===== config.mk =====
export PLATFORM = sky130hd
export DESIGN_NAME = sha1_message_digest
export DESIGN_NICKNAME = d
export VERILOG_FILES = /design/src/hw/rtl/smd_pkg.sv /design/src/hw/rtl/sha1_message_digest.sv /design/src/hw/rtl/smd_datapath.sv /design/src/hw/rtl/smd_ctrl.sv
export SDC_FILE = /design/constraint.sdc
export NUM_CORES = 2
export LEC_CHECK = 0
export BUFFER_PORTS_ARGS = -buffer_cell sky130_fd_sc_hd__buf_2
export CELL_PAD_IN_SITES_DETAIL_PLACEMENT = 1
export CELL_PAD_IN_SITES_GLOBAL_PLACEMENT = 1
export CORE_ASPECT_RATIO = 0.6
export CORE_MARGIN = 2
export CORE_UTILIZATION = 47
export DETAILED_ROUTE_END_ITERATION = 10
export PLACE_DENSITY = 0.73
export SYNTH_ARGS = -nofsm -noshare
export SYNTH_HDL_FRONTEND = slang
export SYNTH_SLANG_ARGS = --single-unit

===== constraint.sdc =====
create_clock -name clk -period 15.9 [get_ports clk]
set_input_delay 0.795 -clock clk [delete_from_list [all_inputs] [get_ports clk]]
set_output_delay 0.795 -clock clk [all_outputs]
set_load 0.02 [all_outputs]

===== src/hw/rtl/smd_pkg.sv =====
package smd_pkg;

  localparam logic [31:0] K0 = 32'h5a827999;
  localparam logic [31:0] K1 = 32'h6ed9eba1;
  localparam logic [31:0] K2 = 32'h8f1bbcdc;
  localparam logic [31:0] K3 = 32'hca62c1d6;

  localparam logic [31:0] H_INIT [5] = '{
    32'h67452301, 32'hefcdab89, 32'h98badcfe, 32'h10325476, 32'hc3d2e1f0
  };

  localparam logic [7:0] PAD_BYTE   = 8'h80;
  localparam logic [5:0] LEN_FIT    = 6'd55;
  localparam logic [6:0] LAST_ROUND = 7'd79;
  localparam logic [2:0] LAST_IDX   = 3'd4;

  typedef struct packed {
    logic [7:0] data_byte;
    logic       last_byte;
  } in_t;

  typedef struct packed {
    logic [31:0] digest_word;
    logic [2:0]  word_index;
    logic        last_word;
    logic        failed;
  } out_t;

  typedef enum logic [3:0] {
    ST_IDLE, ST_END, ST_SPAD, ST_FPAD, ST_LEN,
    ST_LOAD, ST_ROUND, ST_ADD, ST_EMIT, ST_FAIL
  } state_t;

  typedef enum logic [1:0] {PH_MID, PH_SPLIT, PH_FINAL} phase_t;

  typedef struct packed {
    logic byte_we;
    logic pad;
    logic pad_fips;
    logic len;
    logic len_clr;
    logic load;
    logic round;
    logic add;
    logic restart;
  } dp_cmd_t;

  typedef struct packed {
    logic fips;
    logic full;
    logic fill_hi;
    logic too_long;
    logic rnd_last;
  } dp_stat_t;

  function automatic logic [31:0] round_k(input logic [6:0] rnd);
    logic [31:0] k;
    if (rnd < 7'd20) k = K0;
    else if (rnd < 7'd40) k = K1;
    else if (rnd < 7'd60) k = K2;
    else k = K3;
    return k;
  endfunction

  function automatic logic [31:0] round_f(input logic [6:0] rnd, input logic [31:0] b,
                                          input logic [31:0] c, input logic [31:0] d);
    logic [31:0] f;
    if (rnd < 7'd20) f = (b & c) | (~b & d);
    else if (rnd < 7'd40) f = b ^ c ^ d;
    else if (rnd < 7'd60) f = (b & c) | (b & d) | (c & d);
    else f = b ^ c ^ d;
    return f;
  endfunction

endpackage


===== src/hw/rtl/sha1_message_digest.sv =====
// SHA-1 digest engine fed one message byte per transaction, the final byte
// flagged by last_byte. In standard mode every 64th byte starts
// a block compression (schedule load, 80 rounds at one round per
// cycle through a single round unit, chain update) during which
// in_stall is high. After the final byte the engine
// pads and runs one or two more compressions, then presents
// the five digest words H0..H4 as five transactions, last_word on H4, and
// returns to its initial chain and zero count. hash_mode = 1 selects FIPS 186
// single-block mode: only the first 64 bytes are kept, zero padded with no
// length word; past 1048575 bytes the message ends in a single transaction
// with failed set. hash_mode is written through cfg_we/cfg_data and is
// sampled with each byte; no input is taken while a digest is being sent.
module sha1_message_digest import smd_pkg::*; (
  input  logic clk,
  input  logic rst_n,
  input  logic cfg_we,
  input  logic cfg_data,
  input  logic in_valid,
  output logic in_stall,
  input  in_t  in_data,
  output logic out_valid,
  input  logic out_stall,
  output out_t out_data
);

  dp_cmd_t     cmd;
  dp_stat_t    stat;
  logic [2:0]  word_sel;
  logic [31:0] chain_word;
  logic        out_fail;

  smd_ctrl u_ctrl (
    .clk       (clk),
    .rst_n     (rst_n),
    .in_valid  (in_valid),
    .in_last   (in_data.last_byte),
    .out_stall (out_stall),
    .stat      (stat),
    .in_stall  (in_stall),
    .out_valid (out_valid),
    .out_fail  (out_fail),
    .word_sel  (word_sel),
    .cmd       (cmd)
  );

  smd_datapath u_dp (
    .clk        (clk),
    .rst_n      (rst_n),
    .cfg_we     (cfg_we),
    .cfg_data   (cfg_data),
    .in_byte    (in_data.data_byte),
    .cmd        (cmd),
    .word_sel   (word_sel),
    .stat       (stat),
    .chain_word (chain_word)
  );

  // failure transaction carries zero word and index 0
  always_comb begin
    out_data.digest_word = out_fail ? 32'd0 : chain_word;
    out_data.word_index  = out_fail ? 3'd0 : word_sel;
    out_data.last_word   = out_fail || (word_sel == LAST_IDX);
    out_data.failed      = out_fail;
  end

endmodule


===== src/hw/rtl/smd_datapath.sv =====
module smd_datapath import smd_pkg::*; (
  input  logic        clk,
  input  logic        rst_n,
  input  logic        cfg_we,
  input  logic        cfg_data,
  input  logic [7:0]  in_byte,
  input  dp_cmd_t     cmd,
  input  logic [2:0]  word_sel,
  output dp_stat_t    stat,
  output logic [31:0] chain_word
);

  logic        mode_r;
  logic [31:0] count_r, count_nxt;
  logic [31:0] blk_r [16];
  logic [31:0] blk_nxt [16];
  logic [31:0] sch_r [16];
  logic [31:0] chain_r [5];
  logic [31:0] a_r, b_r, c_r, d_r, e_r;
  logic [6:0]  rnd_r;
  logic [5:0]  pos;
  logic [4:0]  sh;
  logic        in_low;
  logic [7:0]  pbyte;
  logic [31:0] t;
  logic [31:0] w_new;

  assign pos    = count_r[5:0];
  assign sh     = {~pos[1:0], 3'b000};
  assign in_low = (count_r[31:6] == 26'd0);
  assign pbyte  = cmd.pad_fips ? 8'h00 : PAD_BYTE;

  assign stat.fips     = mode_r;
  assign stat.full     = !mode_r && (pos == 6'd63);
  assign stat.fill_hi  = (pos > LEN_FIT);
  assign stat.too_long = (count_r[31:20] != 12'd0);
  assign stat.rnd_last = (rnd_r == LAST_ROUND);

  assign chain_word = chain_r[word_sel];

  // byte placement, end padding and length words
  always_comb begin
    for (int k = 0; k < 16; k++) begin
      blk_nxt[k] = blk_r[k];
      if (cmd.byte_we && (!mode_r || in_low) && (4'(k) == pos[5:2])) begin
        blk_nxt[k] = (pos[1:0] == 2'd0) ? {in_byte, 24'd0}
                                         : blk_r[k] | ({24'd0, in_byte} << sh);
      end
      if (cmd.pad && (!cmd.pad_fips || in_low)) begin
        if (4'(k) == pos[5:2]) begin
          blk_nxt[k] = (pos[1:0] == 2'd0) ? {pbyte, 24'd0}
                                           : blk_r[k] | ({24'd0, pbyte} << sh);
        end else if (4'(k) > pos[5:2]) begin
          blk_nxt[k] = 32'd0;
        end
      end
      if (cmd.len) begin
        if (cmd.len_clr || k == 14) blk_nxt[k] = 32'd0;
        if (k == 15) blk_nxt[k] = {count_r[28:0], 3'b000};
      end
    end
  end

  always_comb begin
    count_nxt = count_r;
    if (cmd.restart) count_nxt = 32'd0;
    else if (cmd.byte_we && (!mode_r || count_r != 32'hffffffff)) count_nxt = count_r + 32'd1;
  end

  assign t = {a_r[26:0], a_r[31:27]} + round_f(rnd_r, b_r, c_r, d_r) + e_r
             + sch_r[0] + round_k(rnd_r);
  assign w_new = sch_r[13] ^ sch_r[8] ^ sch_r[2] ^ sch_r[0];

  always_ff @(posedge clk) begin
    if (!rst_n) begin
      mode_r  <= 1'b0;
      count_r <= 32'd0;
      for (int i = 0; i < 5; i++) chain_r[i] <= H_INIT[i];
    end else begin
      if (cfg_we) mode_r <= cfg_data;
      count_r <= count_nxt;
      if (cmd.restart) begin
        for (int i = 0; i < 5; i++) chain_r[i] <= H_INIT[i];
      end else if (cmd.add) begin
        chain_r[0] <= chain_r[0] + a_r;
        chain_r[1] <= chain_r[1] + b_r;
        chain_r[2] <= chain_r[2] + c_r;
        chain_r[3] <= chain_r[3] + d_r;
        chain_r[4] <= chain_r[4] + e_r;
      end
    end
  end

  always_ff @(posedge clk) begin
    for (int k = 0; k < 16; k++) blk_r[k] <= blk_nxt[k];
    if (cmd.load) begin
      for (int k = 0; k < 16; k++) sch_r[k] <= blk_r[k];
      a_r   <= chain_r[0];
      b_r   <= chain_r[1];
      c_r   <= chain_r[2];
      d_r   <= chain_r[3];
      e_r   <= chain_r[4];
      rnd_r <= 7'd0;
    end else if (cmd.round) begin
      for (int k = 0; k < 15; k++) sch_r[k] <= sch_r[k + 1];
      sch_r[15] <= {w_new[30:0], w_new[31]};
      e_r   <= d_r;
      d_r   <= c_r;
      c_r   <= {b_r[1:0], b_r[31:2]};
      b_r   <= a_r;
      a_r   <= t;
      rnd_r <= rnd_r + 7'd1;
    end
  end

endmodule


===== src/hw/rtl/smd_ctrl.sv =====
module smd_ctrl import smd_pkg::*; (
  input  logic       clk,
  input  logic       rst_n,
  input  logic       in_valid,
  input  logic       in_last,
  input  logic       out_stall,
  input  dp_stat_t   stat,
  output logic       in_stall,
  output logic       out_valid,
  output logic       out_fail,
  output logic [2:0] word_sel,
  output dp_cmd_t    cmd
);

  state_t     state_r, state_nxt;
  phase_t     phase_r, phase_nxt;
  logic       last_r, last_nxt;
  logic       fips_r, fips_nxt;
  logic [2:0] idx_r, idx_nxt;
  logic       in_acc, out_acc;

  assign in_acc  = in_valid && !in_stall;
  assign out_acc = out_valid && !out_stall;

  always_comb begin
    state_nxt = state_r;
    phase_nxt = phase_r;
    last_nxt  = last_r;
    fips_nxt  = fips_r;
    idx_nxt   = idx_r;
    unique case (state_r)
      ST_IDLE: begin
        if (in_acc) begin
          last_nxt = in_last;
          fips_nxt = stat.fips;
          phase_nxt = PH_MID;
          if (stat.full) state_nxt = ST_LOAD;
          else if (in_last) state_nxt = ST_END;
        end
      end
      ST_END: begin
        if (!fips_r) state_nxt = ST_SPAD;
        else if (stat.too_long) state_nxt = ST_FAIL;
        else state_nxt = ST_FPAD;
      end
      ST_SPAD: begin
        if (stat.fill_hi) begin
          phase_nxt = PH_SPLIT;
          state_nxt = ST_LOAD;
        end else begin
          phase_nxt = PH_FINAL;
          state_nxt = ST_LEN;
        end
      end
      ST_FPAD: begin
        phase_nxt = PH_FINAL;
        state_nxt = ST_LOAD;
      end
      ST_LEN: begin
        phase_nxt = PH_FINAL;
        state_nxt = ST_LOAD;
      end
      ST_LOAD:  state_nxt = ST_ROUND;
      ST_ROUND: if (stat.rnd_last) state_nxt = ST_ADD;
      ST_ADD: begin
        unique case (phase_r)
          PH_MID:   state_nxt = last_r ? ST_END : ST_IDLE;
          PH_SPLIT: state_nxt = ST_LEN;
          PH_FINAL: begin
            idx_nxt   = 3'd0;
            state_nxt = ST_EMIT;
          end
          default:  state_nxt = ST_IDLE;
        endcase
      end
      ST_EMIT: begin
        if (out_acc) begin
          if (idx_r == LAST_IDX) state_nxt = ST_IDLE;
          else idx_nxt = idx_r + 3'd1;
        end
      end
      ST_FAIL: if (out_acc) state_nxt = ST_IDLE;
      default: state_nxt = ST_IDLE;
    endcase
  end

  always_comb begin
    cmd       = '0;
    in_stall  = 1'b1;
    out_valid = 1'b0;
    out_fail  = 1'b0;
    word_sel  = idx_r;
    cmd.pad_fips = fips_r;
    unique case (state_r)
      ST_IDLE: begin
        in_stall    = 1'b0;
        cmd.byte_we = in_valid;
      end
      ST_SPAD, ST_FPAD: cmd.pad = 1'b1;
      ST_LEN: begin
        cmd.len     = 1'b1;
        cmd.len_clr = (phase_r == PH_SPLIT);
      end
      ST_LOAD:  cmd.load  = 1'b1;
      ST_ROUND: cmd.round = 1'b1;
      ST_ADD:   cmd.add   = 1'b1;
      ST_EMIT: begin
        out_valid   = 1'b1;
        cmd.restart = out_acc && (idx_r == LAST_IDX);
      end
      ST_FAIL: begin
        out_valid   = 1'b1;
        out_fail    = 1'b1;
        cmd.restart = out_acc;
      end
      default: ;
    endcase
  end

  always_ff @(posedge clk) begin
    if (!rst_n) begin
      state_r <= ST_IDLE;
      phase_r <= PH_MID;
      last_r  <= 1'b0;
      fips_r  <= 1'b0;
      idx_r   <= 3'd0;
    end else begin
      state_r <= state_nxt;
      phase_r <= phase_nxt;
      last_r  <= last_nxt;
      fips_r  <= fips_nxt;
      idx_r   <= idx_nxt;
    end
  end

endmodule


==> run summary <==
The flow ran to the end, but the final reports show violations. The checks that failed: capacitance limit, slew limit. The slew at the pin closest to its max-slew limit is 1.55 ns. For this run, the number of Yosys warnings is 0.

The worst min-delay path category was in2reg. The y dimension of the die works out to 305 µm. The final-layout worst hold slack was 0.260 ns.

Among all flip-flop cells after synthesis, the most frequent one is sky130_fd_sc_hd__edfxtp_1. The number of maximum-capacitance constraint violations came out at 1. The share of total power consumed by net switching was 26.7%; the count of unresolved DRC violations after routing was 0. Clock latency on the worst-skew pair, taken at its later pin, is 0.81 ns. The initial antenna violation count came out at 17.

In the layout the commonest cells are 1322 x sky130_fd_sc_hd__nand2_1, 861 x sky130_fd_sc_hd__edfxtp_1, 809 x sky130_fd_sc_hd__nor2_1. In this run, the number of DRC markers left after iteration 0 of detailed routing was 7478. The total overflow reported by the global router is 0. The number of failing setup endpoints in the final timing report was 0; the internal power contribution was 5.96 mW.

TritonCTS built the clock tree. Entering global routing, the biggest net connects 183 pins. Registers are responsible for 48.7% of the overall power. Starting density of the core: 47.4%. The net load switching power is 2.17 mW. Timing would allow up to 0.141 GHz. The number of setup buffers added after CTS was 0; the number of input and output port buffers inserted was 53. The logs give 55533 for the via count of the first global-routing pass and 150000 µm² for the floorplan core area. The final wirelength was 264 mm; the relative max-transition margin was -3.41%. After synthesis, the netlist uses 94 different library cells. The sequential share of the synthesized area came out at 51.5%. Routability congestion estimate from global placement: 0.948.

The total placed cells including tap cells is 8777. STA classifies the critical path endpoint as a flip-flop. The worst-case IR drop observed on VDD is 0.104 mV.

The detailed-routing iteration count for the pre-antenna-repair pass came out at 6. STA classifies the critical path startpoint as a flip-flop. During I/O placement, the number of pins put on the boundary was 54. The clock-pin slew on the worst setup and hold paths was 0.07 ns.

The logs give 0 for the count of final hold-check violations and 1398 for the clock net sink count. The number of nets in the final layout was 7267. The via count is 57333.

Start-to-end type of the worst setup path: reg2reg. The total design power was 8.13 mW. The cell sitting at the root of the clock tree is a sky130_fd_sc_hd__clkbuf_16. In this run, post-CTS hold repair placed 0 buffers.

The first global-routing pass estimated 384 mm of wire. Setup repair after global routing left no endpoint under its margin. Subtracting the final worst setup slack from the clock period gives 7.08 ns.

In this run the worst path has a maximum fanout of 32. The total global routing track utilization was 33.5%; the final critical-path share of the clock period was 44.5%. The power per unit of standard cell area was 104 nW/µm². From synthesis to final layout, the design area changed by 9.71%. Using the TritonRoute via totals, the vias-per-cell ratio works out to 6.34. On the final layout, the worst clock skew is 0.0323 ns. The mean instance size in the synthesized netlist was 10.1 µm²; the required time of the worst setup path was 16.42 ns. The number of gates resized after CTS was 0.

Data on the critical path arrives at its endpoint at 7.60 ns. No sink is reached through more buffers than the 3 on the longest clock path. The number of flops mapped to enable cells by yosys is 861. The run gives 71100 µm² as the cell area after synthesis.

After floorplanning, the core was divided into 110 placement rows. Number of standard cells after synthesis: 7017. The H-tree generated during clock tree synthesis spans 4 levels.

For the clock group share of total power, the log shows 42.1%. The proportion of layout cells with a drive suffix above 1 works out to 10.7%. The leakage component of the power is 29.4 nW, and the number of pins exceeding their max-slew limit in the final report is 4. The total die area came out at 154000 µm².

Once layout is complete, the cells apart from fillers number 9042. The library cell used most frequently in the layout, excluding fill and tap cells, is sky130_fd_sc_hd__nand2_1. Combinational logic burns 9.2% of the power.

The synthesized flop and latch total is 1398. The routed length per placed instance works out to 29.2 µm. Counting every net in the synthesized netlist gives 7381. TritonCTS created 140 clock buffers. The detail route stage leaves a number of antenna-violating nets equal to 0. The floorplan step set the die width to 506 µm.

For the final routed database, the setup TNS stands at 0 ns. Detailed placement ended at an HPWL of 179 mm. For this run, asynchronously set or reset flops after synthesis account for 0%.
critical path: stages (launching register included):
cell                       delay, ns
sky130_fd_sc_hd__dfxtp_1        0.46
sky130_fd_sc_hd__o21ai_0        0.16
sky130_fd_sc_hd__nand2_2        0.73
sky130_fd_sc_hd__inv_1          0.55
sky130_fd_sc_hd__a211oi_1       0.48
sky130_fd_sc_hd__fa_1           0.47
sky130_fd_sc_hd__inv_1          0.09
sky130_fd_sc_hd__fa_1           0.44
sky130_fd_sc_hd__fa_1           0.51
sky130_fd_sc_hd__inv_1          0.05
sky130_fd_sc_hd__ha_1           0.19
sky130_fd_sc_hd__inv_1          0.09
sky130_fd_sc_hd__fa_1           0.22
sky130_fd_sc_hd__nor2b_1        0.08
sky130_fd_sc_hd__o31ai_1        0.32
sky130_fd_sc_hd__a211oi_1       0.15
sky130_fd_sc_hd__o41ai_1        0.84
sky130_fd_sc_hd__a211oi_1       0.24
sky130_fd_sc_hd__o21bai_1       0.28
sky130_fd_sc_hd__a32o_1         0.22
sky130_fd_sc_hd__xnor2_1        0.12
sky130_fd_sc_hd__o21ai_0        0.09
path summary, 6_finish.rpt:
kind | slack [ns] | end | cells after the start | startpoint
worst max register to register | 8.82 | u_dp.a_r[31]$_DFFE_PN_ | 21 | u_dp.rnd_r[4]$_SDFFE_PP0P_
worst min-delay path | 0.26 | u_dp.mode_r$_SDFFE_PN0P_ | 3 | cfg_data
worst min register to register | 0.46 | u_dp.blk_r[14][8]$_SDFFE_PN0P_ | 2 | u_dp.blk_r[14][8]$_SDFFE_PN0P_
worst max-delay path | 8.82 | u_dp.a_r[31]$_DFFE_PN_ | 21 | u_dp.rnd_r[4]$_SDFFE_PP0P_
metrics by stage:
stage / utilization [%] / setup slack [ns] / cell area [µm²]
finish: 52.0 / 8.82 / 78000
global route: 52.0 / 8.52 / 77900
CTS: 52.0 / 8.93 / 77900
detailed placement: 48.9 / 9.02 / 73300
global placement: 48.9 / 9.14 / 73300
floorplan: - / 7.20 / 71100
synth_stat cells (12+ instances only):
| cell | count | area share (%) |
|---|---|---|
| sky130_fd_sc_hd__nand2_1 | 1326 | 7.0 |
| sky130_fd_sc_hd__mux2_2 | 263 | 4.2 |
| sky130_fd_sc_hd__clkbuf_1 | 331 | 1.7 |
| sky130_fd_sc_hd__mux4_2 | 32 | 1.0 |
| sky130_fd_sc_hd__or2_2 | 12 | 0.11 |
| sky130_fd_sc_hd__nor2_1 | 821 | 4.3 |
| sky130_fd_sc_hd__nand2b_1 | 43 | 0.38 |
| sky130_fd_sc_hd__buf_2 | 60 | 0.42 |
| sky130_fd_sc_hd__and2_1 | 14 | 0.12 |
| sky130_fd_sc_hd__edfxtp_1 | 861 | 36 |
| sky130_fd_sc_hd__o22ai_1 | 16 | 0.14 |
| sky130_fd_sc_hd__o21ai_0 | 343 | 2.4 |
| sky130_fd_sc_hd__fa_1 | 124 | 3.5 |
| sky130_fd_sc_hd__buf_1 | 24 | 0.13 |
| sky130_fd_sc_hd__a31oi_1 | 19 | 0.17 |
| sky130_fd_sc_hd__xor2_1 | 94 | 1.2 |
| sky130_fd_sc_hd__nand3_1 | 54 | 0.38 |
| sky130_fd_sc_hd__o211ai_1 | 28 | 0.30 |
| sky130_fd_sc_hd__mux2i_1 | 47 | 0.66 |
| sky130_fd_sc_hd__a21o_1 | 78 | 0.82 |
| sky130_fd_sc_hd__a21oi_1 | 336 | 2.4 |
| sky130_fd_sc_hd__nor4_1 | 15 | 0.13 |
| sky130_fd_sc_hd__inv_1 | 222 | 1.2 |
| sky130_fd_sc_hd__nor3_1 | 74 | 0.52 |
| sky130_fd_sc_hd__a222oi_1 | 33 | 0.46 |
| sky130_fd_sc_hd__and3_1 | 57 | 0.50 |
| sky130_fd_sc_hd__or3_1 | 12 | 0.11 |
| sky130_fd_sc_hd__dfxtp_1 | 537 | 15 |
| sky130_fd_sc_hd__a211oi_1 | 43 | 0.45 |
| sky130_fd_sc_hd__o221ai_1 | 13 | 0.16 |
| sky130_fd_sc_hd__nand4_1 | 26 | 0.23 |
| sky130_fd_sc_hd__xnor2_1 | 180 | 2.2 |
| sky130_fd_sc_hd__o21bai_1 | 26 | 0.27 |
| sky130_fd_sc_hd__nor2b_1 | 58 | 0.51 |
| sky130_fd_sc_hd__o32ai_1 | 21 | 0.26 |
| sky130_fd_sc_hd__ha_1 | 225 | 4.0 |
| sky130_fd_sc_hd__a22oi_1 | 341 | 3.6 |
| sky130_fd_sc_hd__o21a_1 | 38 | 0.40 |
layout make-up:
cell class                 count  area [µm²]
tap                         2016        2520
clock buffer                 208        4020
clock inverter                51         579
antenna                        6        15.0
inverter                     224         841
timing repair buffer         162        1160
multi-input combinational   4977       32200
sequential                  1398       36600
fill                       16244       72100
cell families (layout without fill, tap and decap cells):
family | count (synthesis) | after routing | share of synthesized area [%]
other | 0 | 6 | 0
multiplexers | 342 | 342 | 5.84
AO/OA/AOI/OAI | 1453 | 1453 | 13.3
XOR/XNOR | 274 | 274 | 3.38
AND/OR/NAND/NOR | 2559 | 2559 | 14.9
flip-flops | 1398 | 1398 | 51.5
adder cells (fa/ha/maj) | 349 | 349 | 7.46
buffers and inverters | 642 | 645 | 3.52
sequential cells by signal (all words and copies together), names as in the netlist, named ones only:
register,flops
u_ctrl.fips_r,1
u_ctrl.last_r,1
u_ctrl.phase_r,2
u_ctrl.state_r,4
u_ctrl.word_sel,3
u_dp.a_r,32
u_dp.b_r,32
u_dp.blk_r,512
u_dp.c_r,32
u_dp.chain_r,160
u_dp.count_r,32
u_dp.d_r,32
u_dp.e_r,32
u_dp.mode_r,1
u_dp.rnd_r,7
u_dp.sch_r,512
power groups by stage:
| stage | logic, mW | clock network, mW | registers (mW) |
|---|---|---|---|
| after floorplan | 0.420 | 0 | 4.01 |
| after global placement | 0.695 | 0 | 4.03 |
| after detailed placement | 0.715 | 0 | 4.03 |
| after CTS | 0.722 | 3.45 | 3.95 |
| after global routing | 0.785 | 3.58 | 3.96 |
| final | 0.749 | 3.42 | 3.96 |
metal layers:
metal / vias up / share of wire (%) / track usage [%]
met5: - / 0.10 / 1.14
met3: 293 / 13 / 9.64
met2: 3041 / 39 / 44.0
met4: 6 / 1.7 / 7.00
li1: 24545 / - / -
met1: 29448 / 46 / 53.5
(Power assumes the default switching activity.)
